===== config.mk =====
export PLATFORM = sky130hd
export DESIGN_NAME = bru_pixel_fifo
export DESIGN_NICKNAME = d
export VERILOG_FILES = /design/src/rtl/bru_pkg.sv /design/src/rtl/bru_pixel_fifo.sv
export SDC_FILE = /design/constraint.sdc
export NUM_CORES = 1
export LEC_CHECK = 0
export BUFFER_PORTS_ARGS = -buffer_cell sky130_fd_sc_hd__buf_2
export CAP_MARGIN = 20
export CORE_ASPECT_RATIO = 1.25
export CORE_MARGIN = 2
export CORE_UTILIZATION = 30
export CTS_CLUSTER_DIAMETER = 200
export DETAILED_ROUTE_END_ITERATION = 7
export PLACE_DENSITY = 0.59
export SYNTH_ARGS = -nofsm -noshare
export SYNTH_HDL_FRONTEND = slang
export SYNTH_SLANG_ARGS = --single-unit

===== constraint.sdc =====
create_clock -name clk -period 1.8 [get_ports clk]
set_input_delay 0.09 -clock clk [delete_from_list [all_inputs] [get_ports clk]]
set_output_delay 0.09 -clock clk [all_outputs]
set_load 0.01 [all_outputs]

===== src/rtl/bru_pkg.sv =====
`timescale 1ns / 1ps
`default_nettype none

package bru_pkg;

  localparam logic [1:0] FMT_1BPP  = 2'd0;
  localparam logic [1:0] FMT_4BPP  = 2'd1;
  localparam logic [1:0] FMT_8BPP  = 2'd2;
  localparam logic [1:0] FMT_24BPP = 2'd3;

  localparam logic [1:0] REG_PIXEL_FORMAT = 2'd0;
  localparam logic [1:0] REG_IMAGE_WIDTH  = 2'd1;
  localparam logic [1:0] REG_IMAGE_HEIGHT = 2'd2;

  localparam logic OP_PALETTE = 1'b0;
  localparam logic OP_RASTER  = 1'b1;

  localparam int FIFO_DEPTH  = 4;
  localparam int FIFO_CNT_W  = 3;
  localparam int FIFO_PTR_W  = 2;
  localparam int ROW_BYTES_W = 18;

  localparam logic [20:0] ROW_ROUND = 21'd31;

  typedef struct packed {
    logic [1:0]  fmt;
    logic [15:0] width;
    logic [15:0] height;
  } cfg_t;

  typedef struct packed {
    logic        bypass;
    logic        black;
    logic [23:0] rgb;
    logic        row_end;
    logic        frame_end;
    logic        last;
  } pix_meta_t;

  typedef struct packed {
    logic [23:0] rgb;
    logic        row_end;
    logic        frame_end;
    logic        last;
  } pix_out_t;

  // bytes per row, rounded up to a 32-bit word
  function automatic logic [ROW_BYTES_W-1:0] row_size(input logic [1:0] fmt,
                                                      input logic [15:0] width);
    logic [20:0] bits;
    logic [20:0] sum;
    unique case (fmt)
      FMT_1BPP: bits = 21'(width);
      FMT_4BPP: bits = 21'({width, 2'b00});
      FMT_8BPP: bits = 21'({width, 3'b000});
      default:  bits = 21'({width, 4'b0000}) + 21'({width, 3'b000});
    endcase
    sum = bits + ROW_ROUND;
    return {sum[20:5], 2'b00};
  endfunction

endpackage

`default_nettype wire


===== src/rtl/bru_pixel_fifo.sv =====
`timescale 1ns / 1ps
`default_nettype none

module bru_pixel_fifo (
  input  wire logic                           clk,
  input  wire logic                           rst,
  input  wire logic                           push,
  input  wire bru_pkg::pix_meta_t             push_meta,
  input  wire logic [23:0]                    palette_rgb,
  output logic                                out_valid,
  input  wire logic                           out_ready,
  output bru_pkg::pix_out_t                   out_pix,
  output logic      [bru_pkg::FIFO_CNT_W-1:0] count
);

  import bru_pkg::*;

  pix_out_t              entries [FIFO_DEPTH];
  logic [FIFO_PTR_W-1:0] wr_ptr;
  logic [FIFO_PTR_W-1:0] rd_ptr;
  pix_out_t              push_pix;
  logic                  pop;

  always_comb begin
    priority if (push_meta.bypass) begin
      push_pix.rgb = push_meta.rgb;
    end else if (push_meta.black) begin
      push_pix.rgb = 24'd0;
    end else begin
      push_pix.rgb = palette_rgb;
    end
    push_pix.row_end   = push_meta.row_end;
    push_pix.frame_end = push_meta.frame_end;
    push_pix.last      = push_meta.last;
  end

  assign out_valid = (count != '0);
  assign pop       = out_valid && out_ready;
  assign out_pix   = entries[rd_ptr];

  always_ff @(posedge clk) begin
    if (push) begin
      entries[wr_ptr] <= push_pix;
    end
  end

  always_ff @(posedge clk) begin
    if (rst) begin
      wr_ptr <= '0;
      rd_ptr <= '0;
      count  <= '0;
    end else begin
      if (push) begin
        wr_ptr <= wr_ptr + FIFO_PTR_W'(1);
      end
      if (pop) begin
        rd_ptr <= rd_ptr + FIFO_PTR_W'(1);
      end
      count <= count + FIFO_CNT_W'(push) - FIFO_CNT_W'(pop);
    end
  end

endmodule

`default_nettype wire


==> results of run 1 <==
==> worst max-delay path, cell delays in order, from the launching register on <==
cell	delay, ns
dfxtp_4	0.34
o31a_1	0.30
ha_1	0.27
inv_1	0.04
ha_2	0.16
fa_2	0.33
xor3_1	0.20
nor2_1	0.04
==> area by class of cell <==
class / instances / share of cell area
inverters: 6 / 0.00365
clock inverters: 13 / 0.0150
clock buffers: 18 / 0.0696
well taps: 208 / 0.0422
repair buffers: 105 / 0.134
flip-flops and latches: 117 / 0.557
multi-input cells: 83 / 0.179
==> flip-flops by register name, summed over array words and instances, names as in the netlist, named ones only <==
name / count
entries: 108
count: 3
wr_ptr: 2
rd_ptr: 2
==> metrics by stage <==
step                hold WS (ns)  cell area, µm²  std cells  utilization
floorplan                  0.189            4670        218            -
global placement           0.305            5380        510        0.357
detailed placement         0.315            5380        510        0.357
CTS                       0.0363            6010        547        0.399
global route              0.0570            6160        550        0.409
finish                    0.0610            6160        550        0.409
==> timing repair <==
item,4_1_cts,5_1_grt
setup buffers,1,1
gates resized for setup,10,26
endpoints found under the hold margin,17,0
cloned,1,2
endpoints found under the setup margin,22,28
hold buffers,4,0
==> final timing paths <==
kind / end / cells past startpoint / slack (ns) / startpoint
setup / recovery: count[2]$_SDFF_PP0_ / 7 / 0.002 / count[2]$_SDFF_PP0_
hold / removal: wr_ptr[0]$_SDFFE_PP0P_ / 3 / 0.06 / push
setup reg to reg: count[2]$_SDFF_PP0_ / 7 / 0.002 / count[2]$_SDFF_PP0_
hold reg to reg: wr_ptr[0]$_SDFFE_PP0P_ / 2 / 0.57 / wr_ptr[0]$_SDFFE_PP0P_
==> layer usage <==
| layer | vias up | GRT usage | part of all wire | wire length (µm) |
|---|---|---|---|---|
| li1 | 1135 | - | - | - |
| met1 | 1250 | 0.151 | 0.44 | 4170 |
| met2 | 71 | 0.191 | 0.50 | 4760 |
| met3 | 12 | 0.0371 | 0.044 | 417 |
| met4 | 0 | 0.0514 | 0.012 | 114 |
| met5 | - | 0 | 0 | 0 |
==> synthesized netlist by cell type (2+ instances only) <==
cell / n
inv_1: 6
mux4_1: 7
mux2_2: 3
buf_2: 6
buf_12: 2
edfxtp_1: 108
nor2b_1: 4
a22o_1: 23
dfxtp_1: 9
and2_1: 4
ha_1: 6
nor2_1: 6
clkbuf_1: 3
mux4_2: 20
==> where the power goes <==
part	switching, µW	internal, µW
Clock	1080	1850
Combinational	798	1130
Sequential	83.9	3190
Total	1960	6160
==> cell families (layout without fill, tap and decap cells) <==
group / Yosys count / after routing / share of synthesized area
mux: 31 / 31 / 0.146
compound gates: 26 / 26 / 0.0481
flops: 117 / 117 / 0.735
buf+inv: 18 / 142 / 0.0247
xor+xnor: 2 / 2 / 0.00699
simple gates: 17 / 17 / 0.0191
fa+ha+maj: 7 / 7 / 0.0204
==> run summary, run 1 <==
The run finished with clean final reports. In the final design database the tool counted 394 nets. The synthesized net count came out at around 280.

For this run, design rule violations remaining after detail routing come to 0. The area overhead of the layout relative to synthesis is 32.3%. The detailed placer's ending HPWL is 5.55 mm. TritonCTS built the clock tree. The number of enable flip-flop cells after synthesis is 108. The worst-path maximum fanout came out at 2.

The register area share after synthesis is 0.735. The number of global-route vias before repair is 2,544. The floorplan row count came out at 50. The arrival time of the worst setup path is 2.08 ns. After synthesis, the cell types taking the most area are edfxtp_1 (70%), mux4_2 (9.7%), a22o_1 (4.3%). The combined area of all synthesized cells came out at 0.00466 mm². The area taken by multi-input logic gates came out at 0.00110 mm². The congestion estimate from routability-driven global placement came to 0.657. The least setup slack across all paths after layout came out at 0.00195 ns. From left edge to right edge, the die measures 115 µm. The global-route wire length before repair is ~14 mm. In the synthesized netlist the async set-or-reset flop fraction comes to 0. The relative max-transition margin came out at 0.469. The aggregate global routing overflow came out at 0.

The worst IR drop on VDD is 0.726 mV. In the synthesized netlist the dominant register cell turns out to be edfxtp_1. Setup total negative slack on the finished layout was measured at 0 ns. The antenna cell count came out at 0.

The clock net in this run drives a total of 117 sinks. The number of max-slew violations in the final report came out at 0. The synthesized area per cell is between 20 and 25 µm². The detail route stage leaves a number of antenna-violating nets equal to 0.

Setup repair after global routing could not meet its margin everywhere. The first routing iteration left between 90 and 100 violations. The maximum number of pins on one net before global-route repair came out at 28.

The worst setup slack before clock tree synthesis came out at -0.0109 ns. Wires add up to 9.46 mm. The placeable core region came out at 0.0151 mm².

The clock latency of the later-clocked register in the worst-skew pair came out at 0.40 ns. The register clock-pin slew on the reported worst setup and hold paths is 0.05 ns. The average vias per placed instance is between 4 and 5.

The number of buffers added on ports is 87. The initial core utilization came out at 0.309. The overall power of the completed layout is 8120 µW. The number of H-tree levels came out at 4. 88 I/O pins were placed. The library cells used most frequently in the layout, excluding fill and tap cells, are edfxtp_1 (108), buf_2 (63), mux4_2 (27). The worst-case clock skew is 0.00703 ns. The proportion of netlist area held by the largest area contributor is 0.696. The final cycle utilization of the critical path is 0.999. The required time reported for the critical path endpoint came out at approximately 2.1 ns. The synthesis warning total is 0. The deepest clock path buffer count came out at 2. The global-route usage over all layers came out at 0.120. The die footprint is 0.0165 mm². In this run, synthesis produced a sequential element count of 117. The number of standard cells after synthesis came out at 218. The total area of sequential cells is 0.00343 mm². The largest total area in the synthesized netlist belongs to edfxtp_1. The share of layout cells above drive strength 1 came out at 0.482. The initial antenna violation count came out at 0.

The final routed wire length divided by cell count came out at 17.2 µm. The final count of hold timing violations came out at 0. The shortest period the worst path allows came out at 1.80 ns. The number of violations of the max-capacitance limit is 0.

The clock root buffer master is clkbuf_16. Counting the fill cells in the layout gives 1,349. The final count of negative-setup-slack endpoints is 0. For this design the ratio of total power to cell area is 1320 mW/mm². The path class of the tightest hold or removal check is input port to flop. The total CTS buffers came out at 17. The pin slew with the least headroom to its limit is 0.797 ns.

The maximum frequency from static timing analysis came out at between 500 and 600 MHz. The critical path class is flop to flop. The number of distinct library cells after synthesis is 25. Detailed routing inserted a total of 2,468 vias.

The leakage power total came out at between 0.002 and 0.0025 µW. The critical path launch point type is a flop. The most common cell after layout, fill and taps aside is edfxtp_1. The type of destination of the critical path is a flop. Before antenna repair, the detailed router went through 4 iterations. The die is around 140 µm tall.
Note: power is estimated with default switching activity, not from simulation.
==> run 2: changes to the inputs <==
--- a/config.mk
+++ b/config.mk
@@ -7,12 +7,15 @@
 export LEC_CHECK = 0
 export BUFFER_PORTS_ARGS = -buffer_cell sky130_fd_sc_hd__buf_2
 export CAP_MARGIN = 20
+export CELL_PAD_IN_SITES_DETAIL_PLACEMENT = 2
+export CELL_PAD_IN_SITES_GLOBAL_PLACEMENT = 2
 export CORE_ASPECT_RATIO = 1.25
 export CORE_MARGIN = 2
-export CORE_UTILIZATION = 30
+export CORE_UTILIZATION = 37
 export CTS_CLUSTER_DIAMETER = 200
 export DETAILED_ROUTE_END_ITERATION = 7
-export PLACE_DENSITY = 0.59
+export PLACE_DENSITY = 0.84
+export RECOVER_POWER = 50
 export SYNTH_ARGS = -nofsm -noshare
 export SYNTH_HDL_FRONTEND = slang
 export SYNTH_SLANG_ARGS = --single-unit
==> run summary, run 2 (synthesized netlist as in run 1, its figures left out) <==
The flow ran to the end, but the final reports show violations. The final reports fail on setup timing. Counting along the longest clock path gives a buffer depth of 2.

Along the worst path, the maximum fanout reaches 2. Setup repair after global routing could not meet its margin everywhere. The largest registers in the layout are entries x108, count x3. The final weighted congestion in routability-driven placement came out at 0.666.

The floorplan has 45 rows. In this run, CTS created clock tree buffers numbering 17. The leakage power total is roughly 0.0023 µW.

Timing analysis after detailed placement gives a worst setup slack of -0.104 ns. The shortest period the worst path allows is 1.90 ns. Summed over all layers, the global routing overflow is 0. The maximum frequency from static timing analysis came out at approximately 530 MHz. The global-route wire length before repair came out at 17.5 mm. The count of placed standard cells in the final layout, fillers left out is 512.

For this run, design rule violations remaining after detail routing come to 0. The placed instance count is roughly 470. The final routed wire length divided by cell count came out at roughly 23 µm.

The final count of hold timing violations was 0. The path class of the tightest hold or removal check is input port to flop. The maximum number of pins on one net before global-route repair came out at 28. The die extent in x came out at around 100 µm. The number of violations of the max-capacitance limit came out at 0.

After layout, the worst setup slack is -0.0980 ns. The final cycle utilization of the critical path is 1.05. The number of max-slew violations in the final report came out at 0. The final net count came out at about 400. The detailed placer's ending HPWL is between 7 and 8 mm. The utilization after layout is 0.504. The number of flip-flops under the largest register name is 108. The detailed-routing iteration count for the pre-antenna-repair pass is 4.

The arrival time of the worst setup path came out at 2.24 ns. The met1 usage in global routing is 0.208. STA classifies the critical path endpoint as a flop. The core region is 0.0122 mm². The share of layout cells above drive strength 1 is 0.480. The number of global-route vias before repair is 2,994. The repair_antennas step left the layout with diodes totalling 0. Setup violations remaining at the end of the flow were counted as 2.

The register clock-pin slew on the reported worst setup and hold paths is 0.05 ns. The most common cell after layout, fill and taps aside is edfxtp_1. The finished layout cell area is 0.00616 mm². At the pin with the least slew margin, the transition time is 0.959 ns.

The cell sitting at the root of the clock tree is a clkbuf_16. The final wirelength is 11.8 mm. TritonCTS built the clock tree.

The initial core utilization is 0.381. The power density of the placed cells came out at 1420 mW/mm². STA classifies the critical path startpoint as a flop. The routing usage on met2 is 0.332. The initial antenna violation count came to 0. The number of H-tree levels is 4. The critical path is of the flop to flop type. The global routing met3 resource utilization came out at 0.0508. In this run the tool buffered the top-level ports with 87 buffer cells.

The vertical die dimension is 129 µm. The global-route usage over all layers came out at 0.182. The critical path starts at count[2]$_SDFF_PP0_.

The starting DRC count in detailed routing is 98. In this run the tightest slew margin relative to its limit is 0.360. The required time reported for the critical path endpoint came out at 2.14 ns. The most crowded layer after global routing is met2. Clock latency on the worst-skew pair, taken at its later pin, is approximately 0.41 ns. The number of sinks handled by clock tree synthesis came out at 117. The average vias per placed instance is 5.07. The startpoint identified for the worst hold timing path is palette_rgb[9]. The count of filler cells inserted in the layout came out at 1,133. The register with the most flip-flops in the final layout is entries. IR analysis of the VDD net gives a maximum drop of 0.823 mV. The overall power of the completed layout came out at approximately 8700 µW. In this run the critical register-to-register path is launched from count[2]$_SDFF_PP0_. The boundary pin count came out at 88.

The post-place instance area is 0.00536 mm². In the layout the commonest cells are edfxtp_1 (108), buf_2 (65), mux4_2 (27). The remaining antenna violation count is 0. The total number of vias is 2,596. Relative to the synthesized area, the layout overhead comes to 32.2%.

The worst-case clock skew came out at 0.00656 ns. The die footprint is roughly 0.014 mm².
==> run 2: changes by cell type in the layout (fill, tap and decap cells not counted), sizes merged <==
cell | previous run | this run
bufinv | 1 | 4
buf | 99 | 96
clkinvlp | 2 | 1
clkinv | 10 | 7
clkbuf | 20 | 30
==> run 2: critical path: stages (launching register included) <==
cell and delay, ns:
dfxtp_4 0.34, o31a_1 0.34, ha_4 0.29, inv_2 0.05
ha_4 0.15, fa_2 0.52, nor2b_4 0.13
==> run 2: what timing repair did <==
action                                  CTS  global route
gates cloned                              0             2
resized for setup                        10            26
buffers inserted                          2             1
hold endpoints to repair                 15             0
endpoints found under the setup margin   14            12
pin swaps                                 2             2
hold buffers                              4             0
==> run 2: where the power goes <==
group,leakage [µW],internal [µW],switching (µW)
sequential,0.00108,3190,97.9
clock,0.000292,2290,1150
combinational,0.000879,1120,879
==> run 2: final cells by class <==
| cell class | count | area, µm² | share of cell area |
|---|---|---|---|
| inverter | 6 | 22.5 | 0.00366 |
| sequential | 117 | 3430 | 0.557 |
| timing repair buffer | 110 | 768 | 0.125 |
| multi-input combinational | 83 | 1130 | 0.184 |
| tap | 164 | 205 | 0.0333 |
| clock buffer | 20 | 437 | 0.0709 |
| clock inverter | 12 | 160 | 0.0260 |
==> run 2: worst paths after layout <==
path	to	slack, ns	cells after the start
worst max-delay path	count[1]$_SDFF_PP0_	-0.1	6
worst min-delay path	entries[1][12]$_DFFE_PP_	0.07	2
worst max register to register	count[1]$_SDFF_PP0_	-0.1	6
worst min register to register	flop	0.58	2
==> run 2: per-stage QoR <==
| step | hold slack, ns | setup TNS [ns] |
|---|---|---|
| after global placement | 0.305 | 0 |
| after floorplan | 0.189 | -0.0153 |
| after CTS | 0.0476 | -0.101 |
| after detailed placement | 0.321 | -0.196 |
| final | 0.0705 | -0.169 |
| after global routing | 0.0709 | -0.338 |
==> run 2: layer usage <==
metal	wire length [µm]	vias to the layer above
li1	-	1142
met1	4770	1383
met2	6520	63
met3	366	8
met4	136	0
met5	0	-
