File: src/rtl/bru_pkg.sv
`timescale 1ns / 1ps
`default_nettype none

package bru_pkg;

  localparam logic [1:0] FMT_1BPP  = 2'd0;
  localparam logic [1:0] FMT_4BPP  = 2'd1;
  localparam logic [1:0] FMT_8BPP  = 2'd2;
  localparam logic [1:0] FMT_24BPP = 2'd3;

  localparam logic [1:0] REG_PIXEL_FORMAT = 2'd0;
  localparam logic [1:0] REG_IMAGE_WIDTH  = 2'd1;
  localparam logic [1:0] REG_IMAGE_HEIGHT = 2'd2;

  localparam logic OP_PALETTE = 1'b0;
  localparam logic OP_RASTER  = 1'b1;

  localparam int FIFO_DEPTH  = 4;
  localparam int FIFO_CNT_W  = 3;
  localparam int FIFO_PTR_W  = 2;
  localparam int ROW_BYTES_W = 18;

  localparam logic [20:0] ROW_ROUND = 21'd31;

  typedef struct packed {
    logic [1:0]  fmt;
    logic [15:0] width;
    logic [15:0] height;
  } cfg_t;

  typedef struct packed {
    logic        bypass;
    logic        black;
    logic [23:0] rgb;
    logic        row_end;
    logic        frame_end;
    logic        last;
  } pix_meta_t;

  typedef struct packed {
    logic [23:0] rgb;
    logic        row_end;
    logic        frame_end;
    logic        last;
  } pix_out_t;

  // bytes per row, rounded up to a 32-bit word
  function automatic logic [ROW_BYTES_W-1:0] row_size(input logic [1:0] fmt,
                                                      input logic [15:0] width);
    logic [20:0] bits;
    logic [20:0] sum;
    unique case (fmt)
      FMT_1BPP: bits = 21'(width);
      FMT_4BPP: bits = 21'({width, 2'b00});
      FMT_8BPP: bits = 21'({width, 3'b000});
      default:  bits = 21'({width, 4'b0000}) + 21'({width, 3'b000});
    endcase
    sum = bits + ROW_ROUND;
    return {sum[20:5], 2'b00};
  endfunction

endpackage

`default_nettype wire

File: src/rtl/bru_unpacker.sv
`timescale 1ns / 1ps
`default_nettype none

module bru_unpacker #(
  parameter int PALETTE_DEPTH = 256
) (
  input  wire logic                                      clk,
  input  wire logic                                      rst,
  input  wire bru_pkg::cfg_t                             cfg,
  input  wire logic                                      in_valid,
  output logic                                           in_ready,
  input  wire logic                                      opcode,
  input  wire logic [7:0]                                palette_index,
  input  wire logic [7:0]                                palette_red,
  input  wire logic [7:0]                                palette_green,
  input  wire logic [7:0]                                palette_blue,
  input  wire logic [7:0]                                raster_byte,
  input  wire logic [bru_pkg::FIFO_CNT_W-1:0]            fifo_count,
  output logic                                           wr_en,
  output logic      [$clog2(PALETTE_DEPTH)-1:0]          wr_addr,
  output logic      [23:0]                               wr_data,
  output logic      [$clog2(PALETTE_DEPTH)-1:0]          rd_addr,
  output logic                                           push,
  output bru_pkg::pix_meta_t                             push_meta
);

  import bru_pkg::*;

  localparam int IDX_W = $clog2(PALETTE_DEPTH);

  logic                   busy;
  logic [7:0]             shreg;
  logic [2:0]             k;
  logic [ROW_BYTES_W-1:0] row_byte_count;
  logic [15:0]            row_pixel_count;
  logic [15:0]            row_count;
  logic [15:0]            held_color_bytes;
  logic [1:0]             color_byte_phase;
  logic                   s1_valid;
  pix_meta_t              s1_meta;

  logic                   accept;
  logic                   is24;
  logic                   pix_room;
  logic [16:0]            rpc_inc;
  logic [16:0]            rc_inc;
  logic                   rend;
  logic                   rc_wrap;
  logic                   fend;
  logic [2:0]             per_m1;
  logic                   k_last;
  logic [7:0]             idx8;
  logic                   idx_ok;
  logic                   emit_idx;
  logic                   emit_24;
  logic                   want_emit;
  logic                   slot_ok;
  logic                   step;
  logic                   byte_done;
  logic [ROW_BYTES_W-1:0] rbc_inc;
  logic                   row_fin;

  assign is24     = (cfg.fmt == FMT_24BPP);
  assign pix_room = (row_pixel_count < cfg.width);
  assign rpc_inc  = {1'b0, row_pixel_count} + 17'd1;
  assign rc_inc   = {1'b0, row_count} + 17'd1;
  assign rend     = (rpc_inc >= {1'b0, cfg.width});
  assign rc_wrap  = (rc_inc >= {1'b0, cfg.height});
  assign fend     = rend && rc_wrap;

  always_comb begin
    unique case (cfg.fmt)
      FMT_1BPP: begin
        per_m1 = 3'd7;
        idx8   = {7'd0, shreg[7]};
      end
      FMT_4BPP: begin
        per_m1 = 3'd1;
        idx8   = {4'd0, shreg[7:4]};
      end
      default: begin
        per_m1 = 3'd0;
        idx8   = shreg;
      end
    endcase
  end

  assign k_last  = (k == per_m1);
  assign idx_ok  = ({24'd0, idx8} < 32'(PALETTE_DEPTH));
  assign rd_addr = idx8[IDX_W-1:0];

  assign emit_idx  = !is24 && pix_room;
  assign emit_24   = is24 && pix_room && (color_byte_phase >= 2'd2);
  assign want_emit = emit_idx || emit_24;
  assign slot_ok   = (({1'b0, fifo_count} + {{FIFO_CNT_W{1'b0}}, s1_valid})
                      < (FIFO_CNT_W + 1)'(FIFO_DEPTH));
  assign step      = busy && (!want_emit || slot_ok);
  assign byte_done = step && (is24 || !pix_room || k_last || rend);

  assign in_ready = !busy || byte_done;
  assign accept   = in_valid && in_ready;

  assign wr_en   = accept && (opcode == OP_PALETTE)
                   && ({24'd0, palette_index} < 32'(PALETTE_DEPTH));
  assign wr_addr = palette_index[IDX_W-1:0];
  assign wr_data = {palette_red, palette_green, palette_blue};

  assign rbc_inc = row_byte_count + ROW_BYTES_W'(1);
  assign row_fin = (rbc_inc >= row_size(cfg.fmt, cfg.width));

  // byte sequencer
  always_ff @(posedge clk) begin
    if (rst) begin
      busy <= 1'b0;
    end else if (accept && (opcode == OP_RASTER)) begin
      busy <= 1'b1;
    end else if (byte_done) begin
      busy <= 1'b0;
    end
  end

  always_ff @(posedge clk) begin
    if (accept && (opcode == OP_RASTER)) begin
      shreg <= raster_byte;
      k     <= 3'd0;
    end else if (step && emit_idx) begin
      k <= k + 3'd1;
      unique case (cfg.fmt)
        FMT_1BPP: shreg <= {shreg[6:0], 1'b0};
        FMT_4BPP: shreg <= {shreg[3:0], 4'd0};
        default:  shreg <= shreg;
      endcase
    end
  end

  // row and frame counters
  always_ff @(posedge clk) begin
    if (rst) begin
      row_byte_count   <= '0;
      row_pixel_count  <= '0;
      row_count        <= '0;
      held_color_bytes <= '0;
      color_byte_phase <= '0;
    end else if (step) begin
      if (want_emit) begin
        row_pixel_count <= rpc_inc[15:0];
      end
      if (is24 && pix_room) begin
        unique case (color_byte_phase)
          2'd0: begin
            held_color_bytes[7:0] <= shreg;
            color_byte_phase      <= 2'd1;
          end
          2'd1: begin
            held_color_bytes[15:8] <= shreg;
            color_byte_phase       <= 2'd2;
          end
          default: color_byte_phase <= 2'd0;
        endcase
      end
      if (byte_done) begin
        if (row_fin) begin
          row_byte_count   <= '0;
          row_pixel_count  <= '0;
          held_color_bytes <= '0;
          color_byte_phase <= '0;
          row_count        <= rc_wrap ? 16'd0 : rc_inc[15:0];
        end else begin
          row_byte_count <= rbc_inc;
        end
      end
    end
  end

  // palette read stage, data arrives with s1
  always_ff @(posedge clk) begin
    if (rst) begin
      s1_valid <= 1'b0;
    end else begin
      s1_valid <= step && want_emit;
    end
  end

  always_ff @(posedge clk) begin
    if (step && want_emit) begin
      s1_meta.bypass    <= is24;
      s1_meta.black     <= !idx_ok;
      s1_meta.rgb       <= {shreg, held_color_bytes[15:8], held_color_bytes[7:0]};
      s1_meta.row_end   <= rend;
      s1_meta.frame_end <= fend;
      s1_meta.last      <= is24 || k_last || rend;
    end
  end

  assign push      = s1_valid;
  assign push_meta = s1_meta;

endmodule

`default_nettype wire

File: config.mk
export PLATFORM = sky130hd
export DESIGN_NAME = bru_unpacker
export DESIGN_NICKNAME = d
export VERILOG_FILES = /design/src/rtl/bru_pkg.sv /design/src/rtl/bru_unpacker.sv
export SDC_FILE = /design/constraint.sdc
export NUM_CORES = 1
export LEC_CHECK = 0
export BUFFER_PORTS_ARGS = -buffer_cell sky130_fd_sc_hd__buf_4
export CORE_UTILIZATION = 35
export DETAILED_ROUTE_END_ITERATION = 16
export GPL_TIMING_DRIVEN = 0
export PLACE_DENSITY = 0.64
export SYNTH_ARGS = -nofsm -noshare
export SYNTH_HDL_FRONTEND = slang
export SYNTH_SLANG_ARGS = --single-unit
File: constraint.sdc
create_clock -name clk -period 14.5 [get_ports clk]
set_input_delay 0.725 -clock clk [delete_from_list [all_inputs] [get_ports clk]]
set_output_delay 0.725 -clock clk [all_outputs]
set_load 0.01 [all_outputs]
==> flow_metrics.tcl, run 1 <==
set metrics [dict create \
    dieWidth_um 157 \
    min_period_ns 5.70 \
    finalSetupTns_ns 0 \
    ctsHtreeMaxLevel 3 \
    drive_gt1_frac 0.200 \
    cp.arrival_ns 5.98 \
    cts_setup_buffers 0 \
    cts_buffers 9 \
    dr.pass1.iters 4 \
    final_max_slew_viol_count 0 \
    register_area_sq_um 2540 \
    total_power_mw 0.734 \
    rsz0062_at_grt "no" \
    synth_cell_type_count 77 \
    totalWireLength_um 20200 \
    path_max_fanout 10 \
    required_ns 14.79 \
    root_buffer "clkbuf_16" \
    finalHoldViolations 0 \
    areaGrowthSynthToFinish_pct 19.0 \
    cts.repair.resized 0 \
    holdCritPathClass "flip-flop to flip-flop" \
    tightest_slew_ns 1.19 \
    grt_first_pass_wirelength_um 32100 \
    cts_tree "yes" \
    clk_latency_ns 0.36 \
    syn_area_sq_um 8370 \
    n_antenna_cell 0 \
    ioPinCount 153 \
    gp_congestion 0.846 \
    cts_buffer_depth 2 \
    viasPerCell 5.11 \
    ys_ff_latch 109 \
    num_vias 7087 \
    clkSinkCount 109 \
    ys_async_sr_fraction 0 \
    ys_seq_area_frac 0.304 \
    clk_pin_slew_ns 0.09 \
    max_freq_ghz 0.175 \
    cts_hold_buf 0 \
    ant_nets 0 \
    yosysWarnings 0 \
    dp_hpwl_um 15700 \
    endpoint_kind "flip-flop" \
    synthFlopType "dfxtp_1" \
    synth_edf_count 36 \
    period_share 0.393 \
    dieArea_sq_um 24500 \
    finalWorstSetupSlack_ns 8.80 \
    grt_usage 0.164 \
    status "finished, final reports clean" \
    crit_type "input port to flip-flop" \
    grt_pass1_vias 6394 \
    core_sq_um 23500 \
    die_h_um 157 \
    grt_max_degree 29 \
    vdd_drop_max_mv 0.0525 \
    io_buffer_count 117 \
    initial_utilization 0.357 \
    cap_violations 0 \
    fill_cells 2297 \
    pwr_density_cell_nw_per_um2 73.6 \
    grt_overflow_total 0 \
    antenna_found_initial 0 \
    nets 1231 \
    synthCells 935 \
    pre_cts_ws_ns 8.42 \
    drt-initial-drc-count 313 \
    worst_setup_path_start_kind "input port" \
    slew-limit-headroom 0.208 \
    syn-num-nets 1103 \
    skew_ns 0.0141 \
    syn_area_per_cell_sq_um 8.95 \
    setup_violations 0 \
    drc 0 \
    leakage_nw 4.53 \
    wl_per_cell_um 14.6 \
    multi_input_comb_area_sq_um 5250 \
    std_cell_rows 56 \
]
-- sequential cells by signal, summed over array words and instances (netlist names) --
name and count:
busy 1, color_byte_phase 2, held_color_bytes 16, k 3, push 1, push_meta 28
row_byte_count 18, row_count 16, row_pixel_count 16, shreg 8
-- kinds of logic after synthesis --
kind of cell | after synthesis | share of synthesized area
AOI/OAI and AO/OA | 191 | 0.149
and+or+nand+nor | 311 | 0.203
other | 1 | 0.000448
adders and majority gates | 87 | 0.131
buffers and inverters | 115 | 0.0694
muxes | 41 | 0.0596
DFF | 109 | 0.304
xor gates and xnor gates | 80 | 0.0837
-- metal layers --
layer | wire, um | global-route usage
met5 | 0 | 0
met4 | 276 | 0.0462
met3 | 657 | 0.0208
met2 | 9260 | 0.266
met1 | 10100 | 0.228
-- per-stage QoR --
stage | util | std cells | hold WS (ns) | area, sq um
4_1_cts | 0.424 | 1387 | 0.428 | 9960
3_5_place_dp | 0.411 | 1371 | 0.419 | 9650
6_report | 0.424 | 1387 | 0.431 | 9960
5_1_grt | 0.424 | 1387 | 0.447 | 9960
2_1_floorplan | - | 935 | 0.408 | 8370
3_3_place_gp | 0.411 | 1371 | 0.412 | 9650
-- placed cells by master (no fill, tap or decap), types with 18 or more instances in the layout --
cell type / netlist / final
xnor2_1: 39 / 39
clkbuf_1: 18 / 18
inv_1: 45 / 45
dfxtp_1: 73 / 73
nand2_1: 55 / 55
nand4_1: 18 / 18
ha_1: 86 / 86
nand3_1: 31 / 31
edfxtp_1: 36 / 36
xor2_1: 41 / 41
o21ai_0: 43 / 43
and3_1: 22 / 22
or3_1: 21 / 21
a21oi_1: 53 / 53
nand2b_1: 20 / 20
a21o_1: 21 / 21
buf_4: 34 / 151
nor2_1: 74 / 74
mux2i_1: 24 / 24
-- path summary, 6_finish.rpt --
| kind | endpoint | slack, ns | start | depth (start not counted) |
|---|---|---|---|---|
| hold reg to reg | push_meta[12]$_DFFE_PP_ | 0.43 | held_color_bytes[9]$_SDFFE_PP0P_ | 0 |
| hold / removal | push_meta[12]$_DFFE_PP_ | 0.43 | held_color_bytes[9]$_SDFFE_PP0P_ | 0 |
| setup / recovery | row_pixel_count[1]$_SDFFE_PP0P_ | 8.80 | cfg[16] | 24 |
| setup reg to reg | shreg[5]$_DFFE_PP_ | 9.22 | row_pixel_count[2]$_SDFFE_PP0P_ | 19 |
-- Yosys cell counts, types with 3 or more instances --
cell type | n | area, sq um
o211ai_1 | 4 | 30.0
mux4_2 | 6 | 135
and3_1 | 22 | 138
o31ai_1 | 11 | 82.6
nand4_1 | 18 | 113
edfxtp_1 | 36 | 1080
mux2i_1 | 24 | 240
o21bai_1 | 7 | 52.6
a211oi_1 | 7 | 52.6
nand2_1 | 55 | 206
dfxtp_1 | 73 | 1460
nor2_1 | 74 | 278
buf_2 | 11 | 55.1
a21o_1 | 21 | 158
ha_1 | 86 | 1080
xor2_1 | 41 | 359
nor2b_1 | 11 | 68.8
o21ai_0 | 43 | 215
nor4_1 | 5 | 31.3
or4_1 | 9 | 67.6
a311oi_1 | 3 | 26.3
a31oi_1 | 8 | 50.1
nand2b_1 | 20 | 125
xnor2_1 | 39 | 342
clkbuf_1 | 18 | 67.6
a21oi_1 | 53 | 265
buf_4 | 34 | 255
nor3_1 | 9 | 45.0
or3_1 | 21 | 131
buf_1 | 6 | 22.5
mux2_2 | 11 | 124
o211a_1 | 3 | 30.0
inv_1 | 45 | 169
and2_1 | 8 | 50.1
nand3b_1 | 9 | 67.6
o21a_1 | 5 | 37.5
nand3_1 | 31 | 155
-- where the power goes --
group	total [mW]	internal [mW]	switching [mW]
logic	0.147	0.0686	0.0787
registers	0.326	0.321	0.00525
clock network	0.260	0.126	0.134
-- cell type report --
| type | instances | area share |
|---|---|---|
| Multi-Input combinational cell | 711 | 0.527 |
| Sequential cell | 109 | 0.255 |
| Timing Repair Buffer | 117 | 0.0882 |
| Buffer | 70 | 0.0413 |
| Tap cell | 319 | 0.0401 |
| Clock buffer | 9 | 0.0226 |
| Inverter | 45 | 0.0170 |
| Clock inverter | 7 | 0.00892 |
-- critical path, cell delays in order --
cell	delay, ns
buf_4	0.11
ha_1	0.16
inv_1	0.05
fa_1	0.39
nand2b_1	0.19
a211oi_1	0.39
o21ai_0	0.23
a21oi_1	0.18
o21ai_0	0.13
a311oi_1	0.58
nand4b_4	0.27
nor4_1	0.32
nor3_1	0.11
ha_1	0.21
a211o_1	0.27
a31oi_1	0.13
o21ai_0	0.10
o211a_1	0.11
or3_1	0.39
o311ai_2	0.17
nand2b_1	0.09
clkbuf_1	0.22
buf_2	0.28
a21oi_1	0.15
No activity file was read; power rests on OpenSTA's default activity.
==> inputs of run 2 (changes only) <==
- ABC_AREA: default -> 1
- PLACE_DENSITY: 0.64 -> 0.66
- clock period: 14.5 -> 5.2 ns (I/O delays scaled with it)
==> flow_metrics.tcl, run 2 <==
set metrics [dict create \
    synthCells 1361 \
    drc 0 \
    p_int_mw 1.56 \
    swShare 0.331 \
    crit_cells 31 \
    reg2reg_to "shreg[1]$_DFFE_PP_" \
    slew-limit-headroom 0.259 \
    path_max_fanout 10 \
    clk_pin_slew_ns 0.08 \
    cp.arrival_ns 4.62 \
    rsz0062_at_grt "no" \
    required_ns 5.46 \
    syn_area_per_cell_sq_um 6.69 \
    syn_area_sq_um 9110 \
    min_period_ns 4.36 \
    leakage_nw 5.82 \
    io_buffer_count 115 \
    synth.most_common_cell "nand2_1" \
    vdd_drop_max_mv 0.164 \
    p_clk_frac 0.316 \
    finish.utilization 0.423 \
    cts_setup_buffers 0 \
    dp_hpwl_um 19200 \
    slowest_delay_ns 0.46 \
    ys_async_sr_fraction 0 \
    finalSetupTns_ns 0 \
    crit_type "input port to flip-flop" \
    cap_violations 0 \
    synthFlopType "dfxtp_1" \
    wl_per_cell_um 13.0 \
    largest_reg_flops 28 \
    grt_first_pass_wirelength_um 38200 \
    slowest_stage "o221ai_1" \
    crit_start "cfg[16]" \
    synth_common_cells "nand2_1 (319), inv_1 (242), nor2_1 (165), ha_1 (86), a21oi_1 (75)" \
    cpLargestDelayFamily "simple AND/OR/NAND/NOR gates" \
    layout_commonest_cell "nand2_1" \
    antenna_found_initial 0 \
    die_h_um 163 \
    pwr_density_cell_nw_per_um2 218 \
    areaGrowthSynthToFinish_pct 17.5 \
    totalWireLength_um 23700 \
    num_vias 8750 \
    cp_num_buf_inv 7 \
    nets 1655 \
    grt_pass1_vias 8013 \
    core_sq_um 25300 \
    hold_depth 3 \
    syn-num-nets 1529 \
    power.share.combinational 0.272 \
    clk_latency_ns 0.36 \
    r2r_setup_slack_ns 0.88 \
    gp_congestion 0.885 \
    initial_utilization 0.360 \
    dieWidth_um 163 \
    holdCritPathClass "input port to flip-flop" \
    viasPerCell 4.80 \
    worst_setup_path_start_kind "input port" \
    n_antenna_cell 0 \
    std_cell_rows 58 \
    cts_hold_buf 0 \
    skew_ns 0.0120 \
    setup_violations 0 \
    clkSinkCount 109 \
    max_freq_ghz 0.229 \
    dr.pass1.iters 5 \
    r2r_start "row_pixel_count[2]$_SDFFE_PP0P_" \
    cts_tree "yes" \
    fill_cells 2573 \
    yosys.area.top_type "dfxtp_1" \
    grt_usage 0.179 \
    finalHoldViolations 0 \
    final_max_slew_viol_count 0 \
    total_power_mw 2.33 \
    p_sw_mw 0.773 \
    synth_cell_type_count 46 \
    ioPinCount 153 \
    yosysTopAreaCellShare 0.160 \
    whs_endpoint "shreg[0]$_SDFFCE_PN0P_" \
    cts_buffers 9 \
    critPathMostFrequentCell "nand2_1" \
    cts.repair.resized 0 \
    r2r_cells 19 \
    root_buffer "clkbuf_16" \
    ys_seq_area_frac 0.279 \
    drt-initial-drc-count 682 \
    ctsHtreeMaxLevel 3 \
    ys_ff_latch 109 \
    final_cell_mix "nand2_1 (319), inv_1 (242), nor2_1 (165)" \
    grt_max_degree 38 \
    synth_edf_count 36 \
    ant_nets 0 \
    yosys-top-cells-area "dfxtp_1 (16%), nand2_1 (13%), edfxtp_1 (12%)" \
    hp-start "raster_byte[0]" \
    tightest_slew_ns 1.10 \
    dieArea_sq_um 26700 \
    period_share 0.839 \
    grt_overflow_total 0 \
    status "finished, final reports clean" \
    yosysWarnings 0 \
    cts_buffer_depth 2 \
    endpoint_kind "flip-flop" \
    drive_gt1_frac 0.147 \
    seqPwrFrac 0.412 \
]
-- run 2: power by group through the flow --
stage | combinational [mW] | clock, mW | sequential [mW]
floorplan | 0.440 | 0 | 0.973
global placement | 0.617 | 0 | 0.978
detailed placement | 0.632 | 0 | 0.979
CTS | 0.636 | 0.748 | 0.960
global route | 0.722 | 0.778 | 0.966
finish | 0.636 | 0.737 | 0.960
-- run 2: how the worst max path moves through the flow --
stage	endpoint	slack (ns)
6_report	color_byte_phase[0]$_SDFFE_PP0P_	0.84
2_1_floorplan	color_byte_phase[0]$_SDFFE_PP0P_	1.47
3_5_place_dp	color_byte_phase[0]$_SDFFE_PP0P_	0.47
5_1_grt	row_pixel_count[4]$_SDFFE_PP0P_	0.44
4_1_cts	color_byte_phase[0]$_SDFFE_PP0P_	0.85
3_3_place_gp	color_byte_phase[0]$_SDFFE_PP0P_	0.56
-- run 2: final cells by class --
class	instances	area [sq um]	share of cell area
clock inverter	7	93.8	0.00877
inverter	248	937	0.0876
buffer	64	434	0.0406
clock buffer	9	225	0.0210
timing repair buffer	115	863	0.0807
sequential	109	2540	0.238
tap	330	413	0.0386
multi-input combinational	940	5190	0.485
-- run 2: cells by family after synthesis --
kind of cell	Yosys count	synth area share
simple gates	643	0.309
fa+ha+maj	87	0.120
xor+xnor	39	0.0375
other cells	1	0.000412
compound gates	170	0.103
flops	109	0.279
buf+inv	312	0.151
-- run 2: routing by layer --
| metal | vias to the layer above | part of all wire | GRT usage |
|---|---|---|---|
| met3 | 33 | 0.044 | 0.0221 |
| met1 | 3927 | 0.46 | 0.230 |
| met4 | 0 | 0.026 | 0.0629 |
| met2 | 209 | 0.47 | 0.304 |
| met5 | - | 0 | 0 |
| li1 | 4581 | - | - |
-- run 2: per-stage QoR --
stage                     cells  worst slack (ns)  area, sq um  hold slack, ns
after floorplan            1361              1.47         9110           0.409
after global placement     1806             0.555        10400           0.413
after detailed placement   1806             0.472        10400           0.416
after CTS                  1822             0.855        10700           0.231
after global routing       1822             0.440        10700           0.252
final                      1822             0.839        10700           0.240
-- run 2: worst min-delay path: stages --
cell,delay [ns]
buf_4,0.08
inv_1,0.05
nor2_1,0.10
